<file path="config.mk">
export PLATFORM = sky130hd
export DESIGN_NAME = eight_bit_mcu_instruction_decoder
export DESIGN_NICKNAME = d
export VERILOG_FILES = /design/src/rtl/emd_pkg.sv /design/src/rtl/emd_classify.sv /design/src/rtl/emd_extract.sv /design/src/rtl/emd_out.sv /design/src/rtl/eight_bit_mcu_instruction_decoder.sv
export VERILOG_INCLUDE_DIRS = /design/src /design/src/rtl
export SDC_FILE = /design/constraint.sdc
export NUM_CORES = 1
export LEC_CHECK = 0
export ABC_CLOCK_PERIOD_IN_PS = 1800
export BUFFER_PORTS_ARGS = -buffer_cell sky130_fd_sc_hd__buf_2
export CAP_MARGIN = 20
export CORE_UTILIZATION = 35
export CTS_CLUSTER_SIZE = 12
export DETAILED_ROUTE_END_ITERATION = 8
export PLACE_DENSITY = 0.52
export SLEW_MARGIN = 20
export SYNTH_ARGS = -nofsm -noshare
export SYNTH_HDL_FRONTEND = slang
export SYNTH_SLANG_ARGS = --single-unit
</file>
<file path="constraint.sdc">
create_clock -name clk -period 1.8 [get_ports clk]
set_input_delay 0.36 -clock clk [delete_from_list [all_inputs] [get_ports clk]]
set_output_delay 0.36 -clock clk [all_outputs]
set_load 0.02 [all_outputs]
</file>
<file path="src/rtl/eight_bit_mcu_instruction_decoder_assert.svh">
// Assertion macros used by the decoder output stage.
`ifndef EIGHT_BIT_MCU_INSTRUCTION_DECODER_ASSERT_SVH
`define EIGHT_BIT_MCU_INSTRUCTION_DECODER_ASSERT_SVH
`ifndef SYNTHESIS
`define EMD_ASSERT(label, prop) \
    label: assert property (@(posedge clk) disable iff (!rst_n) prop) \
        else $error("assertion failed");
`define EMD_ASSERT_RST(label, prop) \
    label: assert property (@(posedge clk) prop) else $error("assertion failed");
`else
`define EMD_ASSERT(label, prop)
`define EMD_ASSERT_RST(label, prop)
`endif
`endif

</file>
<file path="src/rtl/emd_pkg.sv">
// Package with the request and result types and operation codes of the decoder.
package emd_pkg;
    typedef struct packed {
        logic [15:0] first_word;
        logic [15:0] second_word;
    } req_t;

    typedef struct packed {
        logic [6:0]  op_code;
        logic [7:0]  source_byte;
        logic [7:0]  dest_byte;
        logic [15:0] extra_word;
    } res_t;

    typedef struct packed {
        logic [4:0] cls;
        logic [15:0] w;
        logic [15:0] w1;
    } cls_t;

    localparam logic [6:0] OP_UNKNOWN = 7'd0;
    localparam logic [6:0] OP_SLEEP   = 7'd1;
    localparam logic [6:0] OP_RET     = 7'd2;
    localparam logic [6:0] OP_ICALL   = 7'd3;
    localparam logic [6:0] OP_RETI    = 7'd4;
    localparam logic [6:0] OP_IJMP    = 7'd5;
    localparam logic [6:0] OP_WDR     = 7'd6;
    localparam logic [6:0] OP_NOP     = 7'd7;
    localparam logic [6:0] OP_RCALL   = 7'd8;
    localparam logic [6:0] OP_RJMP    = 7'd9;
    localparam logic [6:0] OP_MOVW    = 7'd10;
    localparam logic [6:0] OP_CPC     = 7'd11;
    localparam logic [6:0] OP_SBC     = 7'd12;
    localparam logic [6:0] OP_ADD     = 7'd13;
    localparam logic [6:0] OP_CPSE    = 7'd14;
    localparam logic [6:0] OP_CP      = 7'd15;
    localparam logic [6:0] OP_SUB     = 7'd16;
    localparam logic [6:0] OP_ADC     = 7'd17;
    localparam logic [6:0] OP_AND     = 7'd18;
    localparam logic [6:0] OP_EOR     = 7'd19;
    localparam logic [6:0] OP_OR      = 7'd20;
    localparam logic [6:0] OP_MOV     = 7'd21;
    localparam logic [6:0] OP_OUT     = 7'd22;
    localparam logic [6:0] OP_IN      = 7'd23;
    localparam logic [6:0] OP_LDI     = 7'd24;
    localparam logic [6:0] OP_CPI     = 7'd25;
    localparam logic [6:0] OP_LPM     = 7'd26;
    localparam logic [6:0] OP_BRBS    = 7'd27;
    localparam logic [6:0] OP_BRBC    = 7'd28;
    localparam logic [6:0] OP_LDS     = 7'd29;
    localparam logic [6:0] OP_STS     = 7'd30;
    localparam logic [6:0] OP_LDD     = 7'd31;
    localparam logic [6:0] OP_PUSH    = 7'd32;
    localparam logic [6:0] OP_POP     = 7'd33;
    localparam logic [6:0] OP_LDST    = 7'd34;
    localparam logic [6:0] OP_CALL    = 7'd35;
    localparam logic [6:0] OP_JMP     = 7'd36;
    localparam logic [6:0] OP_SBIW    = 7'd37;
    localparam logic [6:0] OP_ADIW    = 7'd38;
    localparam logic [6:0] OP_SBCI    = 7'd39;
    localparam logic [6:0] OP_SUBI    = 7'd40;
    localparam logic [6:0] OP_ORI     = 7'd41;
    localparam logic [6:0] OP_ANDI    = 7'd42;
    localparam logic [6:0] OP_BSET    = 7'd43;
    localparam logic [6:0] OP_BCLR    = 7'd44;
    localparam logic [6:0] OP_CBI     = 7'd45;
    localparam logic [6:0] OP_SBIC    = 7'd46;
    localparam logic [6:0] OP_SBI     = 7'd47;
    localparam logic [6:0] OP_SBIS    = 7'd48;
    localparam logic [6:0] OP_BLD     = 7'd49;
    localparam logic [6:0] OP_BST     = 7'd50;
    localparam logic [6:0] OP_SBRC    = 7'd51;
    localparam logic [6:0] OP_SBRS    = 7'd52;
    localparam logic [6:0] OP_COM     = 7'd53;
    localparam logic [6:0] OP_NEG     = 7'd54;
    localparam logic [6:0] OP_SWAP    = 7'd55;
    localparam logic [6:0] OP_INC     = 7'd56;
    localparam logic [6:0] OP_ASR     = 7'd57;
    localparam logic [6:0] OP_LSR     = 7'd58;
    localparam logic [6:0] OP_ROR     = 7'd59;
    localparam logic [6:0] OP_DEC     = 7'd60;
    localparam logic [6:0] OP_MUL     = 7'd61;
    localparam logic [6:0] OP_MULS    = 7'd62;
    localparam logic [6:0] OP_MULSU   = 7'd63;
    localparam logic [6:0] OP_FMUL    = 7'd64;
    localparam logic [6:0] OP_FMULS   = 7'd65;
    localparam logic [6:0] OP_FMULSU  = 7'd66;

    localparam logic [4:0] C_NONE  = 5'd0;
    localparam logic [4:0] C_FIXED = 5'd1;
    localparam logic [4:0] C_RJ    = 5'd2;
    localparam logic [4:0] C_MOVW  = 5'd3;
    localparam logic [4:0] C_ALU   = 5'd4;
    localparam logic [4:0] C_IO    = 5'd5;
    localparam logic [4:0] C_LDI   = 5'd6;
    localparam logic [4:0] C_CPI   = 5'd7;
    localparam logic [4:0] C_LPM0  = 5'd8;
    localparam logic [4:0] C_LPM   = 5'd9;
    localparam logic [4:0] C_BR    = 5'd10;
    localparam logic [4:0] C_LDS   = 5'd11;
    localparam logic [4:0] C_STS   = 5'd12;
    localparam logic [4:0] C_LDD   = 5'd13;
    localparam logic [4:0] C_LDST  = 5'd14;
    localparam logic [4:0] C_JMP   = 5'd15;
    localparam logic [4:0] C_ADIW  = 5'd16;
    localparam logic [4:0] C_IMM   = 5'd17;
    localparam logic [4:0] C_BSET  = 5'd18;
    localparam logic [4:0] C_IOBIT = 5'd19;
    localparam logic [4:0] C_RBIT  = 5'd20;
    localparam logic [4:0] C_ONE   = 5'd21;
    localparam logic [4:0] C_MUL   = 5'd22;
    localparam logic [4:0] C_MULS  = 5'd23;
    localparam logic [4:0] C_MULSU = 5'd24;
endpackage

</file>
<file path="src/rtl/emd_classify.sv">
// First stage: tests the word against the patterns in priority order.
module emd_classify
(
    input  logic              clk,
    input  logic              rst_n,
    input  logic              in_valid,
    input  emd_pkg::req_t     in_data,
    input  logic              advance,
    output logic              out_valid,
    output emd_pkg::cls_t     out_data
);
    logic [15:0]   w;
    logic [3:0]    n;
    logic [3:0]    g;
    logic [4:0]    cls_next;
    logic          valid_reg;
    emd_pkg::cls_t data_reg;

    assign w = in_data.first_word;
    assign n = w[3:0];
    assign g = w[13:10];

    always_comb
    begin
        cls_next = emd_pkg::C_NONE;
        if (w == 16'h9588 || w == 16'h9508 || w == 16'h9509 || w == 16'h9518 ||
            w == 16'h9409 || w == 16'h95A8 || w == 16'h0000)
            cls_next = emd_pkg::C_FIXED;
        else if ((w & 16'hE000) == 16'hC000)
            cls_next = emd_pkg::C_RJ;
        else if ((w & 16'hC000) == 16'h0000 && g == 4'd0 && w[9:8] == 2'b01)
            cls_next = emd_pkg::C_MOVW;
        else if ((w & 16'hC000) == 16'h0000 && g != 4'd0 && g <= 4'hB)
            cls_next = emd_pkg::C_ALU;
        else if ((w & 16'hF000) == 16'hB000)
            cls_next = emd_pkg::C_IO;
        else if ((w & 16'hF000) == 16'hE000)
            cls_next = emd_pkg::C_LDI;
        else if ((w & 16'hF000) == 16'h3000)
            cls_next = emd_pkg::C_CPI;
        else if (w == 16'h95C8)
            cls_next = emd_pkg::C_LPM0;
        else if ((w & 16'hFE0E) == 16'h9004)
            cls_next = emd_pkg::C_LPM;
        else if ((w & 16'hF800) == 16'hF000)
            cls_next = emd_pkg::C_BR;
        else if ((w & 16'hFE0F) == 16'h9000)
            cls_next = emd_pkg::C_LDS;
        else if ((w & 16'hFE0F) == 16'h9200)
            cls_next = emd_pkg::C_STS;
        else if ((w & 16'hD000) == 16'h8000)
            cls_next = emd_pkg::C_LDD;
        else if ((w & 16'hFC00) == 16'h9000 && n != 4'd0 && n != 4'd11 &&
                 (n <= 4'd2 || n >= 4'd9))
            cls_next = emd_pkg::C_LDST;
        else if ((w & 16'hFE0C) == 16'h940C)
            cls_next = emd_pkg::C_JMP;
        else if ((w & 16'hFE00) == 16'h9600)
            cls_next = emd_pkg::C_ADIW;
        else if ((w & 16'hC000) == 16'h4000)
            cls_next = emd_pkg::C_IMM;
        else if ((w & 16'hFF0F) == 16'h9408)
            cls_next = emd_pkg::C_BSET;
        else if ((w & 16'hFC00) == 16'h9800)
            cls_next = emd_pkg::C_IOBIT;
        else if ((w & 16'hF808) == 16'hF800)
            cls_next = emd_pkg::C_RBIT;
        else if ((w & 16'hFE00) == 16'h9400 &&
                 (n <= 4'd3 || n == 4'd5 || n == 4'd6 || n == 4'd7 || n == 4'hA))
            cls_next = emd_pkg::C_ONE;
        else if ((w & 16'hFC00) == 16'h9C00)
            cls_next = emd_pkg::C_MUL;
        else if ((w & 16'hFF00) == 16'h0200)
            cls_next = emd_pkg::C_MULS;
        else if ((w & 16'hFF00) == 16'h0300)
            cls_next = emd_pkg::C_MULSU;
    end

    always_ff @(posedge clk or negedge rst_n)
    begin
        if (!rst_n)
            valid_reg <= 1'b0;
        else if (advance)
            valid_reg <= in_valid;
    end

    always_ff @(posedge clk)
    begin
        if (advance && in_valid)
        begin
            data_reg.cls <= cls_next;
            data_reg.w   <= w;
            data_reg.w1  <= in_data.second_word;
        end
    end

    assign out_valid = valid_reg;
    assign out_data  = data_reg;
endmodule

</file>
<file path="src/rtl/emd_extract.sv">
// Second stage: builds the result fields for the matched class.
module emd_extract
(
    input  logic              clk,
    input  logic              rst_n,
    input  logic              in_valid,
    input  emd_pkg::cls_t     in_data,
    input  logic              advance,
    output logic              out_valid,
    output emd_pkg::res_t     out_data
);
    logic [15:0]   w;
    logic [7:0]    imm8;
    logic [7:0]    rhi;
    logic [7:0]    r5;
    logic [7:0]    mask;
    emd_pkg::res_t res_next;
    emd_pkg::res_t data_reg;
    logic          valid_reg;

    assign w    = in_data.w;
    assign imm8 = {w[11:8], w[3:0]};
    assign rhi  = {4'd1, w[7:4]};
    assign r5   = {3'd0, w[8:4]};
    assign mask = 8'd1 << w[2:0];

    always_comb
    begin
        res_next = '0;
        unique case (in_data.cls)
            emd_pkg::C_FIXED:
            begin
                unique case (w)
                    16'h9588: res_next.op_code = emd_pkg::OP_SLEEP;
                    16'h9508: res_next.op_code = emd_pkg::OP_RET;
                    16'h9509: res_next.op_code = emd_pkg::OP_ICALL;
                    16'h9518: res_next.op_code = emd_pkg::OP_RETI;
                    16'h9409: res_next.op_code = emd_pkg::OP_IJMP;
                    16'h95A8: res_next.op_code = emd_pkg::OP_WDR;
                    default:  res_next.op_code = emd_pkg::OP_NOP;
                endcase
            end
            emd_pkg::C_RJ:
            begin
                res_next.op_code    = w[12] ? emd_pkg::OP_RCALL : emd_pkg::OP_RJMP;
                res_next.extra_word = {{4{w[11]}}, w[11:0]};
            end
            emd_pkg::C_MOVW:
            begin
                res_next.op_code     = emd_pkg::OP_MOVW;
                res_next.source_byte = {3'd0, w[9], w[3:0]};
                res_next.dest_byte   = {4'd0, w[7:4]};
            end
            emd_pkg::C_ALU:
            begin
                res_next.op_code     = emd_pkg::OP_MOVW + {3'd0, w[13:10]};
                res_next.source_byte = {3'd0, w[9], w[3:0]};
                res_next.dest_byte   = r5;
            end
            emd_pkg::C_IO:
            begin
                if (w[11])
                begin
                    res_next.op_code     = emd_pkg::OP_OUT;
                    res_next.dest_byte   = {2'd0, w[10:9], w[3:0]};
                    res_next.source_byte = r5;
                end
                else
                begin
                    res_next.op_code     = emd_pkg::OP_IN;
                    res_next.source_byte = {2'd0, w[10:9], w[3:0]};
                    res_next.dest_byte   = r5;
                end
            end
            emd_pkg::C_LDI, emd_pkg::C_CPI:
            begin
                res_next.op_code     = (in_data.cls == emd_pkg::C_LDI) ?
                                       emd_pkg::OP_LDI : emd_pkg::OP_CPI;
                res_next.dest_byte   = rhi;
                res_next.source_byte = imm8;
            end
            emd_pkg::C_LPM0:
            begin
                res_next.op_code    = emd_pkg::OP_LPM;
                res_next.extra_word = 16'd2;
            end
            emd_pkg::C_LPM:
            begin
                res_next.op_code    = emd_pkg::OP_LPM;
                res_next.dest_byte  = r5;
                res_next.extra_word = {15'd0, w[0]};
            end
            emd_pkg::C_BR:
            begin
                res_next.op_code     = w[10] ? emd_pkg::OP_BRBC : emd_pkg::OP_BRBS;
                res_next.source_byte = {5'd0, w[2:0]};
                res_next.extra_word  = {{9{w[9]}}, w[9:3]};
            end
            emd_pkg::C_LDS:
            begin
                res_next.op_code    = emd_pkg::OP_LDS;
                res_next.dest_byte  = r5;
                res_next.extra_word = in_data.w1;
            end
            emd_pkg::C_STS:
            begin
                res_next.op_code     = emd_pkg::OP_STS;
                res_next.source_byte = r5;
                res_next.extra_word  = in_data.w1;
            end
            emd_pkg::C_LDD:
            begin
                res_next.op_code     = emd_pkg::OP_LDD;
                res_next.source_byte = r5;
                res_next.dest_byte   = {2'd0, w[13], w[11:10], w[2:0]};
                res_next.extra_word  = w & 16'h0208;
            end
            emd_pkg::C_LDST:
            begin
                res_next.source_byte = r5;
                res_next.dest_byte   = {4'd0, w[3:0]};
                res_next.extra_word  = w & 16'h0200;
                if (w[3:0] == 4'hF)
                    res_next.op_code = w[9] ? emd_pkg::OP_PUSH : emd_pkg::OP_POP;
                else
                    res_next.op_code = emd_pkg::OP_LDST;
            end
            emd_pkg::C_JMP:
            begin
                res_next.op_code    = w[1] ? emd_pkg::OP_CALL : emd_pkg::OP_JMP;
                res_next.extra_word = in_data.w1 & 16'h3FFF;
            end
            emd_pkg::C_ADIW:
            begin
                res_next.op_code     = w[8] ? emd_pkg::OP_SBIW : emd_pkg::OP_ADIW;
                res_next.dest_byte   = 8'd24 + {5'd0, w[5:4], 1'b0};
                res_next.source_byte = {2'd0, w[7:6], w[3:0]};
            end
            emd_pkg::C_IMM:
            begin
                res_next.op_code     = emd_pkg::OP_SBCI + {5'd0, w[13:12]};
                res_next.source_byte = imm8;
                res_next.dest_byte   = rhi;
            end
            emd_pkg::C_BSET:
            begin
                res_next.source_byte = {5'd0, w[6:4]};
                if (w[7])
                begin
                    res_next.op_code   = emd_pkg::OP_BCLR;
                    res_next.dest_byte = ~(8'd1 << w[6:4]);
                end
                else
                begin
                    res_next.op_code   = emd_pkg::OP_BSET;
                    res_next.dest_byte = 8'd1 << w[6:4];
                end
            end
            emd_pkg::C_IOBIT:
            begin
                res_next.op_code     = emd_pkg::OP_CBI + {5'd0, w[9:8]};
                res_next.dest_byte   = {3'd0, w[7:3]};
                res_next.source_byte = mask;
            end
            emd_pkg::C_RBIT:
            begin
                res_next.op_code     = emd_pkg::OP_BLD + {5'd0, w[10:9]};
                res_next.dest_byte   = r5;
                res_next.source_byte = mask;
            end
            emd_pkg::C_ONE:
            begin
                res_next.dest_byte = r5;
                case (w[3:0])
                    4'h0:    res_next.op_code = emd_pkg::OP_COM;
                    4'h1:    res_next.op_code = emd_pkg::OP_NEG;
                    4'h2:    res_next.op_code = emd_pkg::OP_SWAP;
                    4'h3:    res_next.op_code = emd_pkg::OP_INC;
                    4'h5:    res_next.op_code = emd_pkg::OP_ASR;
                    4'h6:    res_next.op_code = emd_pkg::OP_LSR;
                    4'h7:    res_next.op_code = emd_pkg::OP_ROR;
                    default: res_next.op_code = emd_pkg::OP_DEC;
                endcase
            end
            emd_pkg::C_MUL:
            begin
                res_next.op_code     = emd_pkg::OP_MUL;
                res_next.dest_byte   = r5;
                res_next.source_byte = {3'd0, w[9], w[3:0]};
            end
            emd_pkg::C_MULS:
            begin
                res_next.op_code     = emd_pkg::OP_MULS;
                res_next.dest_byte   = rhi;
                res_next.source_byte = {4'd1, w[3:0]};
            end
            emd_pkg::C_MULSU:
            begin
                res_next.op_code     = emd_pkg::OP_MULSU + {5'd0, w[7], w[3]};
                res_next.dest_byte   = {5'd2, w[6:4]};
                res_next.source_byte = {5'd2, w[2:0]};
            end
            default: res_next = '0;
        endcase
    end

    always_ff @(posedge clk or negedge rst_n)
    begin
        if (!rst_n)
            valid_reg <= 1'b0;
        else if (advance)
            valid_reg <= in_valid;
    end

    always_ff @(posedge clk)
    begin
        if (advance && in_valid)
            data_reg <= res_next;
    end

    assign out_valid = valid_reg;
    assign out_data  = data_reg;
endmodule

</file>
<file path="src/rtl/emd_out.sv">
// Output stage: holds the finished result until it is taken.
module emd_out
(
    input  logic              clk,
    input  logic              rst_n,
    input  logic              in_valid,
    input  emd_pkg::res_t     in_data,
    input  logic              advance,
    output logic              out_valid,
    output emd_pkg::res_t     out_data
);
    logic          valid_reg;
    emd_pkg::res_t data_reg;

    always_ff @(posedge clk or negedge rst_n)
    begin
        if (!rst_n)
            valid_reg <= 1'b0;
        else if (advance)
            valid_reg <= in_valid;
    end

    always_ff @(posedge clk)
    begin
        if (advance && in_valid)
            data_reg <= in_data;
    end

    assign out_valid = valid_reg;
    assign out_data  = data_reg;

`include "eight_bit_mcu_instruction_decoder_assert.svh"
    `EMD_ASSERT(a_known_code, valid_reg |-> (data_reg.op_code <= 7'd66))
    `EMD_ASSERT(a_unknown_clear, (valid_reg && data_reg.op_code == emd_pkg::OP_UNKNOWN) |-> (data_reg.source_byte == 8'd0 && data_reg.extra_word == 16'd0))
    `EMD_ASSERT(a_hold, (valid_reg && !advance) |=> (valid_reg && $stable(data_reg)))
endmodule

</file>
<file path="src/rtl/eight_bit_mcu_instruction_decoder.sv">
// Top level of the instruction predecoder: three register stages.
// Each request (an opcode word and the word after it) gives one result that
// passes the classify, extract and output registers in turn. A new request may
// be accepted in every cycle without a stall; the three stages move together
// and are held only while the output holds a stalled result; the input stalls then.
module eight_bit_mcu_instruction_decoder
(
    input  logic              clk,
    input  logic              rst_n,
    input  logic              in_valid,
    output logic              in_stall,
    input  emd_pkg::req_t     in_data,
    output logic              out_valid,
    input  logic              out_stall,
    output emd_pkg::res_t     out_data
);
    logic          advance;
    logic          s1_valid;
    logic          s2_valid;
    emd_pkg::cls_t s1_data;
    emd_pkg::res_t s2_data;

    assign advance  = !(out_valid && out_stall);
    assign in_stall = !advance;

    emd_classify u_classify
    (
        .clk       (clk),
        .rst_n     (rst_n),
        .in_valid  (in_valid),
        .in_data   (in_data),
        .advance   (advance),
        .out_valid (s1_valid),
        .out_data  (s1_data)
    );

    emd_extract u_extract
    (
        .clk       (clk),
        .rst_n     (rst_n),
        .in_valid  (s1_valid),
        .in_data   (s1_data),
        .advance   (advance),
        .out_valid (s2_valid),
        .out_data  (s2_data)
    );

    emd_out u_out
    (
        .clk       (clk),
        .rst_n     (rst_n),
        .in_valid  (s2_valid),
        .in_data   (s2_data),
        .advance   (advance),
        .out_valid (out_valid),
        .out_data  (out_data)
    );
endmodule
</file>
==> impl_metrics.csv <==
group,metric,value,unit
run_status,run_status,"complete, but fails checks",
run_status,violations_in_the_final_reports,"negative setup slack",
grt,grt_antenna_before_repair,0,
synthesis,synth_largest_type_area_fraction,55.7,%
worst_setup_path,cp_data_required_time,1.94,ns
worst_setup_path,critical_path.reg2reg.startpoint,"u_classify.out_data[33]",
synthesis,post_synth_mux_area_share,0.323,%
floorplan,initial_core_util,35.9,%
synthesis,syn_avg_cell_area,11.6,um2
cells_and_area,final_common_cell,"sky130_fd_sc_hd__buf_4",
clock_tree,clock_insertion_delay_worst_skew,0.43,ns
synthesis,synthAdderAreaFrac,1.61,%
floorplan,fp_rows,48,
grt,gr_util_all_layers,25.0,%
place,buffer_ports.inserted,76,
floorplan,die_w,135,um
timing,tightest_slew,0.433,ns
grt,grt_pass1_wl,33100,um
cells_and_area,most_frequent_cells_in_the_layout,"sky130_fd_sc_hd__buf_4 (147), sky130_fd_sc_hd__edfxtp_1 (115), sky130_fd_sc_hd__buf_2 (76)",
worst_hold_path,hold-path-endpoint,"u_classify.out_data[13]",
synthesis,seq_area_frac_synth,56.9,%
worst_setup_path,crit_type,"reg2reg",
floorplan,area_enclosed_by_the_die_boundary,18300,um2
detailed_routing,drc,0,
cells_and_area,final_design_area_no_fill,9840,um2
power,power_density,1070,nW/um2
synthesis,yosysWarnings,0,
worst_setup_path,crit_slowest_cell,"sky130_fd_sc_hd__edfxtp_1",
synthesis,yosys_most_used_dff,"sky130_fd_sc_hd__edfxtp_1",
cells_and_area,layout-drive-gt1-share,52.9,%
synthesis,synth_top_family_by_area,"compound AO/OA/AOI/OAI gates",
timing,final-hold-violation-count,0,
worst_setup_path,r2r_slack,-0.15,ns
place,dp_hpwl,16300,um
cells_and_area,multiInputGateArea,3140,um2
synthesis,synth_compound_gate_area_share,18.6,%
clock_tree,clock-sinks,118,
worst_setup_path,worstRegToRegCells,7,
worst_setup_path,nature_of_the_critical_path_endpoint,"register",
power,power.ir.vdd_worst,673,uV
detailed_routing,ant_nets,0,
timing,final_period_minus_worst_setup_slack,1.95,ns
cells_and_area,final-seq-area,3530,um2
synthesis,synth-edff-count,115,
worst_hold_path,hold_class,"in2reg",
cells_and_area,finalNetCount,835,
worst_setup_path,critical_path_cell_by_cell,"buf_12 -> buf_8 -> nand2b_1 -> a21oi_1 -> a311oi_1 -> a2111oi_4 -> nand4_1",
cells_and_area,antenna_cells,0,
worst_setup_path,reg2reg_to,"u_extract.out_data[32]",
floorplan,ioPinCount,77,
worst_hold_path,worst_hold_path.num_cells,1,
worst_setup_path,worst-path-max-fanout,6,
detailed_routing,avgRoutedWirePerCell,21.7,um
timing,finalSetupViolCount,32,
synthesis,synth_cell_type_count,69,
synthesis,synth_area_in_simple_gates,16.5,%
clock_tree,clk_root_buffer_cell,"sky130_fd_sc_hd__clkbuf_16",
clock_tree,cts_buffers,17,
timing,layout_setup_ws,-0.149,ns
synthesis,synthesis.nets,581,
floorplan,die_height,135,um
detailed_routing,drt_pre_antenna_iters,5,
grt,overflow,0,
timing,fmaxAchievable,513,MHz
cells_and_area,fill_cells,1527,
synthesis,synthesized_area_fraction_occupied_by_xor_and_xnor_cells,1.55,%
floorplan,core_region_area,17300,um2
place,finalWeightedCongestion,0.920,
detailed_routing,vias_per_cell,5.50,
synthesis,synth.area.top_cells,"sky130_fd_sc_hd__edfxtp_1 (56%), sky130_fd_sc_hd__nand2_1 (2.7%), sky130_fd_sc_hd__o21ai_0 (2.3%), sky130_fd_sc_hd__a221o_1 (2.1%), sky130_fd_sc_hd__nor2_1 (1.9%)",
cells_and_area,areaGrowthSynthToFinish,58.6,%
timing,report.final.slew_viol_count,0,
detailed_routing,vias,5664,
flow_run,drv.max_cap_violation_count,0,
synthesis,syn-instance-count,537,
worst_setup_path,worst-endpoint-arrival,2.09,ns
timing,timing.slew.headroom,70.9,%
clock_tree,cts_tree,"yes",
detailed_routing,routed_wirelength,22300,um
place,placedInstanceArea,7940,um2
synthesis,syn_area,6200,um2
synthesis,asyncSetResetFlopFracSynth,2.54,%
timing,finalClockSkew,0.0175,ns
timing,period_share,108,%
power,total_power,10.5,mW
grt,grt_start_max_net_pins,40,
synthesis,ys_seq_elements,118,
power,leakage,3.89,nW
worst_hold_path,holdCritStartpoint,"in_data[13]",
synthesis,synth_area_leader_cell,"sky130_fd_sc_hd__edfxtp_1",
clock_tree,max-clock-path-buffers,2,
worst_setup_path,startpoint_type,"register",
grt,vias_in_the_first_global_route,5575,
clock_tree,clk_pin_slew,0.06,ns
detailed_routing,drtIter0Drc,500,
worst_setup_path,worst_path_largest_cell_delay,0.48,ns
timing,grt_setup_unrepaired,"true",
clock_tree,htree_num_levels,4,
## cell usage after synthesis, drive strengths merged, types with 7 or more instances
master,n
a21o,9
a21oi,24
a221o,13
buf,26
clkbuf,12
edfxtp,115
ha,8
inv,17
nand2,44
nand3,11
nor2,32
nor2b,16
nor3,14
nor3b,15
nor4,7
o211ai,10
o21ai,31
o22ai,10
o31ai,7
xnor2,9
## where the power goes
part	internal [mW]	total, mW	switching [mW]
sequential	3.75	3.92	0.175
clock	2.10	3.48	1.38
combinational	1.31	3.13	1.82
## critical path: cells and delay by family (launching register included)
kind	cells	cell delay [ns]
simple gates	2	0.29
compound gates	3	0.56
buf+inv	2	0.33
flops	1	0.48
## repair_timing
action                                 CTS  global route
endpoints found under the hold margin    3             0
cloned                                   1             2
pin swaps                               30            33
setup buffers                           19            20
setup endpoints to repair               37            37
hold buffers                             1             0
gates resized for setup                115           102
## how the worst max path moves through the flow
stage,slack (ns),endpoint,startpoint,cells after the start
after floorplan,0.01,u_extract.out_data[32],u_classify.out_data[25],7
after global placement,-0.59,u_extract.out_data[24],u_classify.out_data[34],8
after detailed placement,-0.51,u_extract.out_data[25],u_classify.out_data[34],8
after CTS,-0.17,u_extract.out_data[13],u_classify.out_data[33],8
after global routing,-0.25,u_extract.out_data[33],u_classify.out_data[29],7
final,-0.15,u_extract.out_data[32],u_classify.out_data[33],7
## cell families after synthesis
family                     Yosys count
DFF                                118
muxes                                2
AOI/OAI and AO/OA                  157
xor gates and xnor gates            11
and+or+nand+nor                    183
buffers and inverters               58
adders and majority gates            8
## routing by layer
layer	GRT usage, %	part of all wire, %
met5	0	0
met4	10.0	2.4
met3	4.98	4.9
met2	39.8	49
met1	33.2	44
## through the flow
stage	hold slack, ns	TNS (ns)	instances	worst slack (ns)	utilization [%]
finish	0.110	-2.60	1029	-0.149	56.9
global route	0.0956	-4.01	1029	-0.253	56.9
CTS	0.0901	-2.87	1009	-0.172	53.1
detailed placement	0.159	-6.56	959	-0.510	45.9
global placement	0.154	-7.90	959	-0.588	45.9
floorplan	0.0644	0	537	0.00970	-
## registers in the layout (all words and copies together), names as in the netlist
name                  flops
u_extract.out_data       39
u_out.out_valid           1
u_classify.out_valid      1
u_extract.out_valid       1
u_out.out_data           39
u_classify.out_data      37
## cell type report
type / instances / area share (%)
sequential: 118 / 35.9
timing repair buffer: 273 / 22.4
tap: 225 / 2.86
clock buffer: 17 / 4.32
inverter: 20 / 0.789
multi-input combinational: 361 / 31.9
clock inverter: 15 / 1.86
Power figures use the tool's default switching activity.
